## config.mk

```make
export PLATFORM = sky130hd
export DESIGN_NAME = button_click_event_detector
export DESIGN_NICKNAME = d
export VERILOG_FILES = /design/src/design/bced_pkg.sv /design/src/design/bced_cfg.sv /design/src/design/bced_core.sv /design/src/design/button_click_event_detector.sv
export SDC_FILE = /design/constraint.sdc
export NUM_CORES = 1
export LEC_CHECK = 0
export BUFFER_PORTS_ARGS = -buffer_cell sky130_fd_sc_hd__buf_2
export CAP_MARGIN = 20
export CORE_MARGIN = 2
export CORE_UTILIZATION = 35
export DETAILED_ROUTE_END_ITERATION = 10
export PLACE_DENSITY = 0.61
export SYNTH_ARGS = -nofsm -noshare
export SYNTH_HDL_FRONTEND = slang
export SYNTH_HIERARCHICAL = 1
export SYNTH_SLANG_ARGS = --single-unit
```

## constraint.sdc

```tcl
create_clock -name clk -period 17.1 [get_ports clk]
set_input_delay 0.855 -clock clk [delete_from_list [all_inputs] [get_ports clk]]
set_output_delay 0.855 -clock clk [all_outputs]
set_load 0.05 [all_outputs]
```

## src/design/bced_pkg.sv

```systemverilog
// ----------------------------------------------------------------------------
// bced_pkg
// Types, codes and widths of the button click event detector.
// ----------------------------------------------------------------------------
`timescale 1ns / 1ps
`default_nettype none

package bced_pkg;

	localparam int CNT_W = 16;
	localparam int REG_W = 16;
	localparam int IDX_W = 3;

	localparam logic [IDX_W-1:0] REG_WINDOW     = 3'd0;
	localparam logic [IDX_W-1:0] REG_LONG_TICKS = 3'd1;
	localparam logic [IDX_W-1:0] REG_DEBOUNCE   = 3'd2;
	localparam logic [IDX_W-1:0] REG_TARGET     = 3'd3;
	localparam logic [IDX_W-1:0] REG_ACTIVE_LVL = 3'd4;

	localparam logic [REG_W-1:0] RST_WINDOW     = 16'd30;
	localparam logic [REG_W-1:0] RST_LONG_TICKS = 16'd100;
	localparam logic [REG_W-1:0] RST_DEBOUNCE   = 16'd3;
	localparam logic [REG_W-1:0] RST_TARGET     = 16'd2;

	typedef enum logic [1:0] {
		PRESS_NONE         = 2'd0,
		PRESS_LONG_CLICK   = 2'd1,
		PRESS_LONG_RELEASE = 2'd2,
		PRESS_LONG_HOLD    = 2'd3
	} press_ev_t;

	typedef enum logic [1:0] {
		CLICK_NONE  = 2'd0,
		CLICK_SHORT = 2'd1,
		CLICK_MULTI = 2'd2
	} click_ev_t;

	typedef struct packed {
		logic [CNT_W-1:0] window;
		logic [CNT_W-1:0] long_ticks;
		logic [CNT_W-1:0] debounce;
		logic [CNT_W-1:0] target;
		logic             active_level;
	} cfg_t;

	typedef struct packed {
		press_ev_t press_event;
		click_ev_t click_event;
	} result_t;

endpackage

`default_nettype wire

```

## src/design/bced_cfg.sv

```systemverilog
// ----------------------------------------------------------------------------
// bced_cfg
// Configuration register file, write only.
// ----------------------------------------------------------------------------
`timescale 1ns / 1ps
`default_nettype none

module bced_cfg (
	input  wire logic                         clk,
	input  wire logic                         arst_n,
	input  wire logic                         cfg_we,
	input  wire logic [bced_pkg::IDX_W-1:0]   cfg_index,
	input  wire logic [bced_pkg::REG_W-1:0]   cfg_wdata,
	output bced_pkg::cfg_t                    cfg
);

	bced_pkg::cfg_t cfg_q;

	always_ff @(posedge clk or negedge arst_n) begin
		if (!arst_n) begin
			cfg_q.window       <= bced_pkg::RST_WINDOW;
			cfg_q.long_ticks   <= bced_pkg::RST_LONG_TICKS;
			cfg_q.debounce     <= bced_pkg::RST_DEBOUNCE;
			cfg_q.target       <= bced_pkg::RST_TARGET;
			cfg_q.active_level <= 1'b0;
		end else if (cfg_we) begin
			unique case (cfg_index)
				bced_pkg::REG_WINDOW:     cfg_q.window       <= cfg_wdata;
				bced_pkg::REG_LONG_TICKS: cfg_q.long_ticks   <= cfg_wdata;
				bced_pkg::REG_DEBOUNCE:   cfg_q.debounce     <= cfg_wdata;
				bced_pkg::REG_TARGET:     cfg_q.target       <= cfg_wdata;
				bced_pkg::REG_ACTIVE_LVL: cfg_q.active_level <= cfg_wdata[0];
				default: ;
			endcase
		end
	end

	assign cfg = cfg_q;

endmodule

`default_nettype wire

```

## src/design/bced_core.sv

```systemverilog
// ----------------------------------------------------------------------------
// bced_core
// Press/click state and the per-tick next-state and event logic.
// ----------------------------------------------------------------------------
`timescale 1ns / 1ps
`default_nettype none

module bced_core (
	input  wire logic       clk,
	input  wire logic       arst_n,
	input  wire logic       step,
	input  wire logic       pin_level,
	input  wire bced_pkg::cfg_t cfg,
	output bced_pkg::result_t result
);

	localparam int W = bced_pkg::CNT_W;

	logic         phase_q;
	logic [W-1:0] deb_q;
	logic [W-1:0] tick_q;
	logic [W-1:0] rel_q;
	logic [W-1:0] frt_q;
	logic         lf_q;

	logic         phase_d;
	logic [W-1:0] deb_d;
	logic [W-1:0] tick_d;
	logic [W-1:0] rel_d;
	logic [W-1:0] frt_d;
	logic         lf_d;

	logic         active;
	logic [W-1:0] tick_inc;
	logic [W-1:0] deb_inc;
	logic [W-1:0] span;
	logic         wrap;
	bced_pkg::press_ev_t pe;
	bced_pkg::click_ev_t ce;

	always_comb begin
		active   = (pin_level == cfg.active_level);
		tick_inc = (phase_q || (rel_q != '0)) ? tick_q + W'(1) : tick_q;
		deb_inc  = deb_q + W'(1);
		phase_d  = phase_q;
		deb_d    = deb_q;
		tick_d   = tick_inc;
		rel_d    = rel_q;
		frt_d    = frt_q;
		lf_d     = lf_q;
		pe       = bced_pkg::PRESS_NONE;
		ce       = bced_pkg::CLICK_NONE;

		if (!phase_q) begin
			if (active) begin
				if (deb_inc >= cfg.debounce) begin
					deb_d   = '0;
					phase_d = 1'b1;
				end else begin
					deb_d = deb_inc;
				end
			end else begin
				deb_d = '0;
			end
		end else begin
			priority if (active && !lf_q && (tick_inc >= cfg.long_ticks)) begin
				lf_d = 1'b1;
				pe   = bced_pkg::PRESS_LONG_CLICK;
			end else if (!active) begin
				phase_d = 1'b0;
				if (lf_q) begin
					tick_d = '0;
					rel_d  = '0;
					lf_d   = 1'b0;
					pe     = bced_pkg::PRESS_LONG_RELEASE;
				end else begin
					if (rel_q == '0)
						frt_d = tick_inc;
					rel_d = rel_q + W'(1);
				end
			end else if (lf_q) begin
				pe = bced_pkg::PRESS_LONG_HOLD;
			end else begin
				pe = bced_pkg::PRESS_NONE;
			end
		end

		// wrapped difference adds the mask, not the modulus: one less
		wrap = (tick_d < frt_d);
		span = tick_d - frt_d - W'(wrap);

		priority if ((span > cfg.window) && (rel_d != '0)) begin
			ce = bced_pkg::CLICK_SHORT;
		end else if ((span < cfg.window) && (rel_d == cfg.target)) begin
			ce = bced_pkg::CLICK_MULTI;
		end else begin
			ce = bced_pkg::CLICK_NONE;
		end
		if (ce != bced_pkg::CLICK_NONE) begin
			rel_d  = '0;
			tick_d = '0;
			frt_d  = '0;
		end
	end

	always_ff @(posedge clk or negedge arst_n) begin
		if (!arst_n) begin
			phase_q <= 1'b0;
			deb_q   <= '0;
			tick_q  <= '0;
			rel_q   <= '0;
			frt_q   <= '0;
			lf_q    <= 1'b0;
		end else if (step) begin
			phase_q <= phase_d;
			deb_q   <= deb_d;
			tick_q  <= tick_d;
			rel_q   <= rel_d;
			frt_q   <= frt_d;
			lf_q    <= lf_d;
		end
	end

	assign result.press_event = pe;
	assign result.click_event = ce;

endmodule

`default_nettype wire

```

## src/design/button_click_event_detector.sv

```systemverilog
// ----------------------------------------------------------------------------
// button_click_event_detector
// Debounced button with long-press and short/multi-click detection.
// ----------------------------------------------------------------------------
// Each transfer on the slave side is one tick with one pin sample; each tick
// yields exactly one result transfer on the master side. The sample sits in an
// input register, the state update and event decode run combinationally between
// that register and the result register, so one tick is taken per clock while
// the master side keeps up. Registers take effect at once, so write them only
// while no tick is in flight.
`timescale 1ns / 1ps
`default_nettype none

module button_click_event_detector (
	input  wire logic                        clk,
	input  wire logic                        arst_n,
	input  wire logic                        cfg_we,
	input  wire logic [bced_pkg::IDX_W-1:0]  cfg_index,
	input  wire logic [bced_pkg::REG_W-1:0]  cfg_wdata,
	input  wire logic                        s_axis_tvalid,
	output logic                             s_axis_tready,
	input  wire logic [7:0]                  s_axis_tdata,  // [0] pin_level
	output logic                             m_axis_tvalid,
	input  wire logic                        m_axis_tready,
	output logic [7:0]                       m_axis_tdata   // [1:0] press_event, [3:2] click_event
);

	bced_pkg::cfg_t    cfg;
	bced_pkg::result_t result;

	logic              valid_s1;
	logic              pin_s1;
	logic              out_valid_q;
	bced_pkg::result_t out_q;
	logic              advance;

	assign advance       = valid_s1 && (!out_valid_q || m_axis_tready);
	assign s_axis_tready = !valid_s1 || advance;

	bced_cfg u_cfg (
		.clk       (clk),
		.arst_n    (arst_n),
		.cfg_we    (cfg_we),
		.cfg_index (cfg_index),
		.cfg_wdata (cfg_wdata),
		.cfg       (cfg)
	);

	bced_core u_core (
		.clk       (clk),
		.arst_n    (arst_n),
		.step      (advance),
		.pin_level (pin_s1),
		.cfg       (cfg),
		.result    (result)
	);

	always_ff @(posedge clk or negedge arst_n) begin
		if (!arst_n) begin
			valid_s1    <= 1'b0;
			out_valid_q <= 1'b0;
		end else begin
			if (s_axis_tready)
				valid_s1 <= s_axis_tvalid;
			if (advance)
				out_valid_q <= 1'b1;
			else if (m_axis_tready)
				out_valid_q <= 1'b0;
		end
	end

	always_ff @(posedge clk) begin
		if (s_axis_tready && s_axis_tvalid)
			pin_s1 <= s_axis_tdata[0];
		if (advance)
			out_q <= result;
	end

	assign m_axis_tvalid = out_valid_q;
	assign m_axis_tdata  = {4'b0000, out_q.click_event, out_q.press_event};

endmodule

`default_nettype wire

```

Word-level counts from Yosys, hierarchy flattened
Cells that the tools add are included.
Storage, ports and cells
  flip-flop bits (word level): 138
  bits of input ports: 32
  output and inout port bits: 10
  logic and storage cells: 95
Cells by class
  add/sub/neg operators: 5
  $lt $le $gt $ge: 5
  equality and inequality tests: 7
  multiplexer cells: 34
  bitwise operators: 1
  reduce and logical (&&, ||, !) cells: 26
Operators by type and width (count)
  $mux W16: 19
  $add A16 B1 Y16 const B: 3
  $ge A16 B16 Y1: 2
  $lt A16 B16 Y1: 2
  $reduce_bool A16 Y1: 2
  $eq A16 B16 Y1: 1
  $gt A16 B16 Y1: 1
  $logic_not A16 Y1: 1
  $sub A16 B1 Y16: 1
  $sub A16 B16 Y16: 1
  $reduce_and A2 Y1: 6
  $mux W1: 10
  $mux W2: 5
  $eq A3 B2 Y1 const B: 2
  $logic_and A1 B1 Y1: 6
  $reduce_bool A2 Y1: 2
  $eq A3 B1 Y1 const B: 1
  $eq A3 B3 Y1 const B: 1
  $logic_not A1 Y1: 3
  $logic_not A3 Y1: 1
  $logic_or A1 B1 Y1: 3
  $reduce_and A3 Y1: 1
  $ne A2 B2 Y1 const B: 1
  $reduce_or A2 Y1: 1
  other kinds (2): 2

Depth between registers and ports, before layout
  depth in word-level cells: 16
  gate-level depth with buffers: 47

Hierarchy
Netlist, hierarchy kept.
By module, submodules not included
  bced_core: times used 1, cells an instance 932, area each 7265.7 µm²
  bced_cfg: times used 1, cells an instance 141, area each 2516.2 µm²
  button_click_event_detector: times used 1, cells an instance 18, area each 287.8 µm²

Worst setup path before layout
Ideal clock, no wire load.
  path type: reg-to-reg
  start: register u_core.rel_q[5]
  end: register u_core.rel_q[2]
  arrival time: 7.924 ns
  slack: 9.055 ns
  cell stages (with the launch flop): 38
  period minus slack after synthesis: 8.045 ns
  cell sequence: dfrtp_1 -> clkbuf_1 -> nor4_1 -> and4b_1 -> nand4_1 -> clkbuf_1 -> o21ai_0 -> inv_1 -> ha_1 -> a21boi_0 -> o21a_1 -> o211ai_1 -> a21oi_1 -> o41ai_1 -> nand3b_1 -> fa_1 -> inv_1 -> fa_1 -> (+2 left out) -> nand2b_1 -> a21boi_0 -> o21a_1 -> o21a_1 -> o41ai_1 -> o2111ai_1 -> a21oi_1 -> xnor2_1 -> ha_1 -> a21o_1 -> a221o_1 -> nor4bb_1 -> nand4_1 -> or3_1 -> o31ai_2 -> buf_4 -> nor3_1 -> a22o_1
Between the ends
  cells in the longest elaborated chain, start to end: 16
  elaborated cells on any way between the ends: 33
  classes of those cells: add/sub: 3; order compare: 4; eq/ne: 1; mux: 17; reduce/logical: 8
RTL lines
  start, declared: line bced_core.sv:22  | logic [W-1:0] rel_q;
  start signal, assigned: line bced_core.sv:118  | rel_q <= rel_d;
  parallel branches: the longest is 15 deep, another holds $ge A16 B16 Y1
  $mux W16 (*): line bced_core.sv:99  | if (ce != bced_pkg::CLICK_NONE) begin
Every way passes the cells marked *.
A chain may end at the register's enable or synchronous reset.

Final worst setup path
  start: register u_core.rel_q[4]
  end: register u_core.rel_q[4]
Same word-level chain as after synthesis.

==> impl_metrics.prom <==
# TYPE chip_impl_metric gauge
chip_impl_metric{name="dp.final_hpwl",unit="mm"} 18.1
chip_impl_metric{name="antenna_cells_inserted",unit=""} 0
chip_impl_metric{name="dieHeight",unit="um"} 174
chip_impl_info{name="most_frequent_cells_in_the_layout",value="129 x sky130_fd_sc_hd__inv_1, 123 x sky130_fd_sc_hd__dfrtp_1, 93 x sky130_fd_sc_hd__ha_1"} 1
chip_impl_metric{name="crit_arrival",unit="ns"} 10.37
chip_impl_metric{name="detail_route.first_pass.iterations",unit=""} 5
chip_impl_info{name="hold_path.class",value="in2async"} 1
chip_impl_metric{name="ctsHtreeMaxLevel",unit=""} 4
chip_impl_metric{name="row_cnt",unit=""} 62
chip_impl_metric{name="post_synth.cell_area_avg",unit="sq um"} 9.23
chip_impl_metric{name="syn_area",unit="sq um"} 10100
chip_impl_metric{name="worst-slew-pin-transition",unit="ns"} 0.797
chip_impl_metric{name="cts.clk_slew.worst_paths",unit="ns"} 0.07
chip_impl_metric{name="report.final.setup_viol",unit=""} 0
chip_impl_metric{name="finalHoldViolCount",unit=""} 0
chip_impl_metric{name="die_width",unit="um"} 174
chip_impl_metric{name="grt_pass1_vias",unit=""} 7754
chip_impl_metric{name="start_util",unit="%"} 35.3
chip_impl_metric{name="path_max_fanout",unit=""} 47
chip_impl_info{name="top_area_cells_in_the_synthesized_netlist",value="sky130_fd_sc_hd__dfrtp_1 31%, sky130_fd_sc_hd__ha_1 12%, sky130_fd_sc_hd__mux2_2 8.7%, sky130_fd_sc_hd__inv_1 4.8%, sky130_fd_sc_hd__nand2_1 3.4%"} 1
chip_impl_metric{name="power.clock.fraction",unit="%"} 28.4
chip_impl_info{name="worst_setup_path_start_kind",value="flop"} 1
chip_impl_metric{name="initialDrtViolationCount",unit=""} 598
chip_impl_info{name="layout.cells.most_common",value="sky130_fd_sc_hd__inv_1"} 1
chip_impl_metric{name="clk-insertion-delay-late",unit="ns"} 0.43
chip_impl_metric{name="asyncSetResetFlopFracSynth",unit="%"} 96.4
chip_impl_metric{name="cts.path.max_buffers",unit=""} 2
chip_impl_metric{name="power_switching",unit="uW"} 518
chip_impl_metric{name="filler_cell_count",unit=""} 2915
chip_impl_metric{name="netSwitchingFraction",unit="%"} 39.3
chip_impl_info{name="synthDominantAreaCellType",value="sky130_fd_sc_hd__dfrtp_1"} 1
chip_impl_metric{name="critPathMaxStageDelay",unit="ns"} 0.66
chip_impl_metric{name="pwr-share-comb",unit="%"} 39.5
chip_impl_metric{name="critical_path.n_buffers_inverters",unit=""} 3
chip_impl_metric{name="num_io_pins",unit=""} 42
chip_impl_metric{name="seqPwrFrac",unit="%"} 32.1
chip_impl_metric{name="synth_cell_type_count",unit=""} 79
chip_impl_metric{name="post_drt_via_cell_ratio",unit=""} 5.30
chip_impl_info{name="worst_path_max_delay_cell",value="sky130_fd_sc_hd__o41ai_1"} 1
chip_impl_metric{name="antenna_violating_nets_post_route",unit=""} 0
chip_impl_metric{name="cts_buffers",unit=""} 17
chip_impl_metric{name="synth.ff_latch_count",unit=""} 138
chip_impl_metric{name="grt.overflow.total",unit=""} 0
chip_impl_metric{name="io_buffers",unit=""} 30
chip_impl_info{name="dr.max_layer_used",value="met4"} 1
chip_impl_metric{name="synth_largest_type_area_fraction",unit="%"} 30.6
chip_impl_metric{name="met3_length",unit="um"} 948
chip_impl_metric{name="dr_wl_met2",unit="mm"} 11.7
chip_impl_metric{name="critical_path_required",unit="ns"} 17.41
chip_impl_metric{name="drive_gt1_share",unit="%"} 16.0
chip_impl_info{name="status",value="complete, no violations"} 1
chip_impl_metric{name="clock_sinks",unit=""} 138
chip_impl_metric{name="groute.usage.overall",unit="%"} 17.0
chip_impl_info{name="dominantRegCellSynth",value="sky130_fd_sc_hd__dfrtp_1"} 1
chip_impl_metric{name="utilization",unit="%"} 39.0
chip_impl_info{name="grt_setup_unrepaired",value="false"} 1
chip_impl_info{name="cpLargestDelayFamily",value="compound AO/OA/AOI/OAI gates"} 1
chip_impl_info{name="path_class",value="reg2reg"} 1
chip_impl_metric{name="worst_ir_drop_vdd",unit="mV"} 0.0983
chip_impl_metric{name="synth_seq_area_share",unit="%"} 34.7
chip_impl_metric{name="layout-area-overhead-vs-synth",unit="%"} 10.6
chip_impl_metric{name="grt_first_pass_wirelength",unit="mm"} 41.1
chip_impl_metric{name="summed_negative_setup_slack_over_all_endpoints",unit="ns"} 0
chip_impl_metric{name="maximum_number_of_pins_on_one_net_before_global_route_repair",unit=""} 85
chip_impl_metric{name="power_report.internal_total",unit="uW"} 800
chip_impl_metric{name="slew_headroom",unit="%"} 46.2
chip_impl_info{name="worstSetupEndpointType",value="flop"} 1
chip_impl_metric{name="final_min_period_over_clock_period",unit="%"} 58.8
chip_impl_metric{name="total_leakage_power",unit="nW"} 5.00
chip_impl_metric{name="synth-edff-count",unit=""} 5
chip_impl_metric{name="ctsHoldBuffers",unit=""} 0
chip_impl_info{name="ctsRootBufferMaster",value="sky130_fd_sc_hd__clkbuf_16"} 1
chip_impl_metric{name="drc_violations_left",unit=""} 0
chip_impl_metric{name="routed_metal_1_wirelength",unit="mm"} 11.7
chip_impl_metric{name="core-area",unit="sq um"} 28500
chip_impl_metric{name="detail_route.wl_per_cell",unit="um"} 16.5
chip_impl_metric{name="clock-skew-final",unit="ns"} 0.0118
chip_impl_metric{name="final_critical_path_setup_slack",unit="ns"} 7.04
chip_impl_metric{name="antenna_found_initial",unit=""} 0
chip_impl_metric{name="maxSlewViolCount",unit=""} 0
chip_impl_metric{name="route.final.wire_length",unit="mm"} 24.7
chip_impl_metric{name="fmax",unit="MHz"} 99.4
chip_impl_metric{name="max-cap-violations",unit=""} 0
chip_impl_metric{name="dp_worst_setup_slack",unit="ns"} 7.17
chip_impl_info{name="worst_path_most_repeated_cell",value="sky130_fd_sc_hd__a21oi_1"} 1
chip_impl_info{name="tritoncts",value="yes"} 1
chip_impl_metric{name="die-area",unit="sq um"} 30100
chip_impl_metric{name="finalNetCount",unit=""} 1230
chip_impl_metric{name="post_cts_buffers",unit=""} 0
chip_impl_metric{name="num_vias",unit=""} 7950
chip_impl_metric{name="globalplace.congestion",unit=""} 0.877
chip_impl_metric{name="syn-instance-count",unit=""} 1091
chip_impl_metric{name="cts_resized",unit=""} 0
chip_impl_metric{name="power_density",unit="nW/um^2"} 118
chip_impl_metric{name="final.min_clock_period",unit="ns"} 10.06
chip_impl_metric{name="yosys_warning_count",unit=""} 6
-- through the flow --
step           area, sq um  power [mW]  std cells  hold WS, ns
2_1_floorplan        10100       0.812       1094        0.448
3_3_place_gp         10500       0.937       1466        0.460
3_5_place_dp         10500       0.951       1467        0.472
4_1_cts              11100        1.33       1499        0.486
5_1_grt              11100        1.41       1500        0.495
6_report             11100        1.32       1500        0.462
-- cell families (layout without fill, tap and decap cells) --
family / after synthesis / in the layout / synth area share, %
AND/OR/NAND/NOR: 309 / 309 / 16.0
AO/OA/AOI/OAI: 225 / 225 / 15.4
buffers and inverters: 181 / 203 / 7.49
flip-flops: 138 / 138 / 34.7
adder cells (fa/ha/maj): 95 / 95 / 12.0
multiplexers: 85 / 85 / 9.42
XOR/XNOR: 57 / 57 / 5.03
other: 1 / 4 / 0.0372
-- Yosys cell counts, drive strengths merged (7+ instances only) --
| cell | number |
|---|---|
| a21boi | 7 |
| a21o | 13 |
| a21oi | 42 |
| and2 | 23 |
| and3 | 7 |
| buf | 18 |
| clkbuf | 34 |
| dfrtp | 123 |
| dfstp | 10 |
| ha | 93 |
| inv | 129 |
| mux2 | 78 |
| mux2i | 7 |
| nand2 | 93 |
| nand2b | 12 |
| nand3 | 41 |
| nand4 | 17 |
| nor2 | 50 |
| nor3 | 24 |
| nor4 | 7 |
| o211ai | 8 |
| o21a | 12 |
| o21ai | 48 |
| o22ai | 8 |
| o2bb2ai | 33 |
| o31ai | 12 |
| xnor2 | 39 |
| xor2 | 18 |
-- metal layers --
metal  vias up  track usage, %
met2       197            28.3
met3        31            2.28
met4         0            5.71
met5         -               0
met1      3855            22.7
li1       3867               -
-- power by group through the flow --
stage	Sequential, mW	Combinational [mW]	Clock (mW)
floorplan	0.418	0.394	0
global placement	0.427	0.510	0
detailed placement	0.429	0.522	0
CTS	0.423	0.524	0.384
global route	0.430	0.587	0.396
finish	0.423	0.520	0.375
-- worst register-to-register path, delay by kind of cell, from the launching register on --
family                   cells  cell delay (ns)
flip-flops                   1             0.56
XOR/XNOR                     2             0.46
adder cells (fa/ha/maj)      4             1.20
buffers and inverters        3             0.63
AO/OA/AOI/OAI               17             3.82
AND/OR/NAND/NOR             15             3.25
-- state kept, by name (all words and copies together), names as in the netlist --
signal / cells
u_core/tick_q: 16
u_core/deb_q: 16
pin_s1: 1
u_core/frt_q: 16
valid_s1: 1
u_cfg/cfg: 65
m_axis_tvalid: 1
u_core/rel_q: 16
u_core/phase_q: 1
m_axis_tdata: 4
u_core/lf_q: 1
-- final cells by class --
cell class	count	area, sq um	area share, %
multi-input combinational	775	5850	52.5
inverter	129	484	4.35
sequential	138	3490	31.3
timing repair buffer	42	246	2.21
clock buffer	17	425	3.82
tap	384	480	4.31
clock inverter	15	169	1.52
-- worst paths after layout --
check | slack (ns) | to | start | cells past startpoint
setup / recovery | 7.04 | u_core/rel_q[4]$_DFFE_PN0P_ | u_core/rel_q[4]$_DFFE_PN0P_ | 41
hold / removal | 0.46 | u_core/deb_q[14]$_DFFE_PN0P_ | arst_n | 1
setup reg to reg | 7.04 | u_core/rel_q[4]$_DFFE_PN0P_ | u_core/rel_q[4]$_DFFE_PN0P_ | 41
hold reg to reg | 0.49 | u_core/frt_q[15]$_DFFE_PN0P_ | u_core/frt_q[15]$_DFFE_PN0P_ | 2
max in group asynchronous | 15.48 | u_cfg/cfg[47]$_DFFE_PN0P_ | arst_n | 2
min in group clk | 0.49 | u_core/frt_q[15]$_DFFE_PN0P_ | u_core/frt_q[15]$_DFFE_PN0P_ | 2
Note: power is estimated with default switching activity, not from simulation.
